## src/rtl/kdtt_ram.sv

```systemverilog
// Simple dual-port synchronous RAM, one write and one registered read per cycle.
module kdtt_ram #(
  parameter int Width = 32,
  parameter int Depth = 64
) (
  input  logic                     clk,
  input  logic                     we,
  input  logic [$clog2(Depth)-1:0] waddr,
  input  logic [Width-1:0]         wdata,
  input  logic                     re,
  input  logic [$clog2(Depth)-1:0] raddr,
  output logic [Width-1:0]         rdata
);

  logic [Width-1:0] mem [Depth];

  always_ff @(posedge clk) begin
    if (we) begin
      mem[waddr] <= wdata;
    end
    if (re) begin
      rdata <= mem[raddr];
    end
  end

endmodule

```

## config.mk

```make
export PLATFORM = sky130hd
export DESIGN_NAME = kdtt_ram
export DESIGN_NICKNAME = d
export VERILOG_FILES = /design/src/rtl/kdtt_ram.sv
export SDC_FILE = /design/constraint.sdc
export NUM_CORES = 2
export LEC_CHECK = 0
export ABC_CLOCK_PERIOD_IN_PS = 4130
export BUFFER_PORTS_ARGS = -buffer_cell sky130_fd_sc_hd__buf_2
export CORE_UTILIZATION = 25
export CTS_BUF_LIST = sky130_fd_sc_hd__clkbuf_8
export CTS_CLUSTER_SIZE = 30
export DETAILED_ROUTE_END_ITERATION = 10
export GPL_TIMING_DRIVEN = 0
export SYNTH_ARGS = -nofsm -noshare
export SYNTH_HDL_FRONTEND = slang
export SYNTH_SLANG_ARGS = --single-unit
export TNS_END_PERCENT = 20
```

## constraint.sdc

```tcl
create_clock -name clk -period 4.13 [get_ports clk]
set_input_delay 0.6195 -clock clk [delete_from_list [all_inputs] [get_ports clk]]
set_output_delay 0.6195 -clock clk [all_outputs]
set_load 0.05 [all_outputs]
```

==> metrics.cfg <==
[outcome]
run_status = finished with violations
violations = max-capacitance violations, max-slew violations

[sta]
max_freq_ghz = 0.246
final.min_clock_period_ps = 4060
clock-skew-final_ps = 90.2
timing_worst_slew_pin_value_ps = 1530
timing.slew.headroom_pct = -1.96
final_setup_violation_count = 0
grt_setup_unrepaired = no
final_min_period_over_clock_period_pct = 98.4
report.final.hold_viol_count = 0
slew_violations = 33
tns_ps = 0

[floorplanning]
io_pins = 79
dieArea_um2 = 318000
core_um2 = 313000
die-width_um = 564
rows = 205
starting_density_pct = 25.2
die_h_um = 564

[worst_setup_path]
critical_path.startpoint = raddr[1]
critical_path_end_type = flip-flop
crit_path_max_fanout = 10
timing.critical_path.depth = 9
crit_required_ps = 4860
family_with_the_most_delay_on_the_worst_path = buffers and inverters
regToRegStartpoint = mem[30][9]
critPathBufInv = 4
path_cells = buf_2, buf_2, buf_2, buf_1, nand3b_1, o221ai_1, a21oi_1, a21oi_1, nor2_1
path_class = input pin to flip-flop
crit_top_cell = sky130_fd_sc_hd__buf_2
critical_path.startpoint_type = input pin
crit_slowest_cell = sky130_fd_sc_hd__buf_1
r2r_cells = 4
critPathArrivalTime_ps = 4790
timing.critical_path.slowest_cell_delay_ps = 880

[synthesis]
synth-warning-count = 0
synth.distinct_cells = 33
synth_edf_count = 2080
syn_area_per_cell_um2 = 23.7
synth_top_cell_by_area = sky130_fd_sc_hd__edfxtp_1
synth_top_cells_by_area = sky130_fd_sc_hd__edfxtp_1 79%, sky130_fd_sc_hd__mux4_2 16%, sky130_fd_sc_hd__mux2i_1 1.2%
synth_seq_cells = 2080
seq_total_area_yosys_pct = 79.2
syn_inst = 3324
synth.cell_area_um2 = 78800
fraction_of_synthesis_flops_using_an_asynchronous_set_or_reset_pin_pct = 0
synth_fp_nets = 3371
synth-main-ff-cell = sky130_fd_sc_hd__edfxtp_1
synthDominantCellAreaShare_pct = 79.2

[clock_network]
cts.htree.levels = 5
clk_root_buffer_cell = sky130_fd_sc_hd__clkbuf_8
clock_insertion_delay_worst_skew_ps = 1060
tritoncts = done
ctsResizeCount = 0
postCtsSetupRepairBufs = 0
postCtsHoldBufs = 0
cts_buffers = 343
cts.clk_slew.worst_paths_ps = 60
bufs_on_longest_clock_path = 4
tritoncts_num_sinks = 2080

[routing]
totalWireLength_um = 240000
detail-route-antenna-nets = 0
drt_pass1_iterations = 6
drt-vias-per-instance = 4.84
routed_wire_length_per_instance_um = 29.3
detail_route.iter0.violations = 6194
detail_route.drc_violations = 0
detailroute.via_count = 39800

[global_route]
maximum_number_of_pins_on_one_net_before_global_route_repair = 65
initial_antenna_violation_count = 33
grt_first_pass_wirelength_um = 324000
first_global_vias = 39400
global_route.overflow_total = 0
track_usage_pct = 14.8

[finish]
final_nets = 3870
layout_commonest_cell = sky130_fd_sc_hd__edfxtp_1
commonest_cells_after_routing_fill_and_taps_aside = 2080 x sky130_fd_sc_hd__edfxtp_1, 544 x sky130_fd_sc_hd__mux4_2, 349 x sky130_fd_sc_hd__clkbuf_8
layout-drive-gt1-share_pct = 30.5
stdcell_count = 8210
area_growth_syn_to_layout_pct = 17.3

[place]
placed_cells_incl_taps = 7617
place_congestion = 0.830
place.detailed.hpwl_um = 155000
io_buffer_count = 70

[min_path]
hold_path_class = input pin to flip-flop
hp-start = wdata[13]
holdPathStages = 1

[pwr]
power.share.sequential_pct = 55.8
p_sw_w = 0.00984
portion_of_total_power_attributed_to_combinational_logic_pct = 6.1
internal_power_component_w = 0.0322
p_clk_share_pct = 38.0
p_leak_nw = 28.3
cellPowerDensity_nw_per_um2 = 454
vdd_ir_drop_max_mv = 0.284
power.switching_fraction_pct = 23.4

[flow_run]
max_cap_violations = 3

cells in the mapped netlist (2+ instances only):
master / n
sky130_fd_sc_hd__edfxtp_1: 2080
sky130_fd_sc_hd__mux4_2: 544
sky130_fd_sc_hd__nor2_1: 137
sky130_fd_sc_hd__mux2i_1: 93
sky130_fd_sc_hd__o22ai_1: 84
sky130_fd_sc_hd__clkbuf_1: 74
sky130_fd_sc_hd__a21oi_1: 62
sky130_fd_sc_hd__buf_2: 57
sky130_fd_sc_hd__o221ai_1: 27
sky130_fd_sc_hd__nand2_1: 26
sky130_fd_sc_hd__buf_4: 25
sky130_fd_sc_hd__buf_1: 21
sky130_fd_sc_hd__nor2b_1: 15
sky130_fd_sc_hd__a22oi_1: 12
sky130_fd_sc_hd__a311oi_1: 8
sky130_fd_sc_hd__nand2b_1: 8
sky130_fd_sc_hd__nor3_1: 7
sky130_fd_sc_hd__buf_6: 5
sky130_fd_sc_hd__nand3_1: 5
sky130_fd_sc_hd__nand3b_1: 5
sky130_fd_sc_hd__a41o_1: 4
sky130_fd_sc_hd__and3_1: 4
sky130_fd_sc_hd__o32ai_1: 4
sky130_fd_sc_hd__or3_1: 3
sky130_fd_sc_hd__or3b_2: 3
sky130_fd_sc_hd__and2_1: 2
sky130_fd_sc_hd__nand4_1: 2
sky130_fd_sc_hd__or3b_1: 2
through the flow:
| step | power (W) | setup slack (ps) | cell area, µm² | hold slack [ps] | util, % |
|---|---|---|---|---|---|
| after detailed placement | 0.0265 | -892 | 86600 | 1040 | 27.7 |
| after global routing | 0.0431 | 172 | 92500 | 163 | 29.6 |
| after CTS | 0.0422 | 218 | 92400 | 314 | 29.6 |
| final | 0.0420 | 66.5 | 92500 | 184 | 29.6 |
| after floorplan | 0.0252 | 351 | 78800 | 718 | - |
| after global placement | 0.0264 | -3030 | 84400 | 1060 | 27.0 |
metal layers:
layer  vias to the layer above  global-route usage (%)  wire length (µm)
li1                      15400                       -                 -
met1                     21200                    18.5             87000
met2                      2571                    24.0            114000
met3                       585                    3.65             25700
met4                        20                    7.58             13400
met5                         -                       0               131
path summary, 6_finish.rpt:
check                                    to  slack, ps
worst max register to register     rdata[9]       1210
worst min-delay path            mem[58][13]        180
worst min register to register    rdata[12]       1020
worst max-delay path              rdata[22]         70
power groups by stage:
stage	Combinational, W	Sequential (W)	Clock [W]
final	0.00258	0.0235	0.0160
after global routing	0.00264	0.0235	0.0170
after CTS	0.00258	0.0235	0.0161
after detailed placement	0.00257	0.0239	0
after global placement	0.00247	0.0239	0
after floorplan	0.00114	0.0240	0
worst register-to-register path, stage by stage, from the launching register on:
cell                       delay [ps]
sky130_fd_sc_hd__edfxtp_1         370
sky130_fd_sc_hd__mux4_2           470
sky130_fd_sc_hd__mux4_2           570
sky130_fd_sc_hd__o22ai_1          880
sky130_fd_sc_hd__nor2_1           300
cells by family (layout without fill, tap and decap cells):
family | after synthesis | count (layout) | share of synthesized area (%)
flip-flops | 2080 | 2080 | 79.2
multiplexers | 637 | 637 | 16.7
other | 0 | 7 | 0
buffers and inverters | 182 | 921 | 1.12
AND/OR/NAND/NOR | 223 | 223 | 1.26
AO/OA/AOI/OAI | 202 | 202 | 1.67
sequential cells by signal, summed over array words and instances, names as in the netlist:
| register | count |
|---|---|
| mem | 2048 |
| rdata | 32 |
area by class of cell:
class	instances	area [µm²]
Fill cell	29900	220000
Clock inverter	236	1020
Sequential cell	2080	62500
Tap cell	4140	5180
Buffer	182	887
Clock buffer	349	4800
Multi-Input combinational cell	1062	16000
Timing Repair Buffer	154	2170
Antenna cell	7	17.5
(Power assumes the default switching activity.)
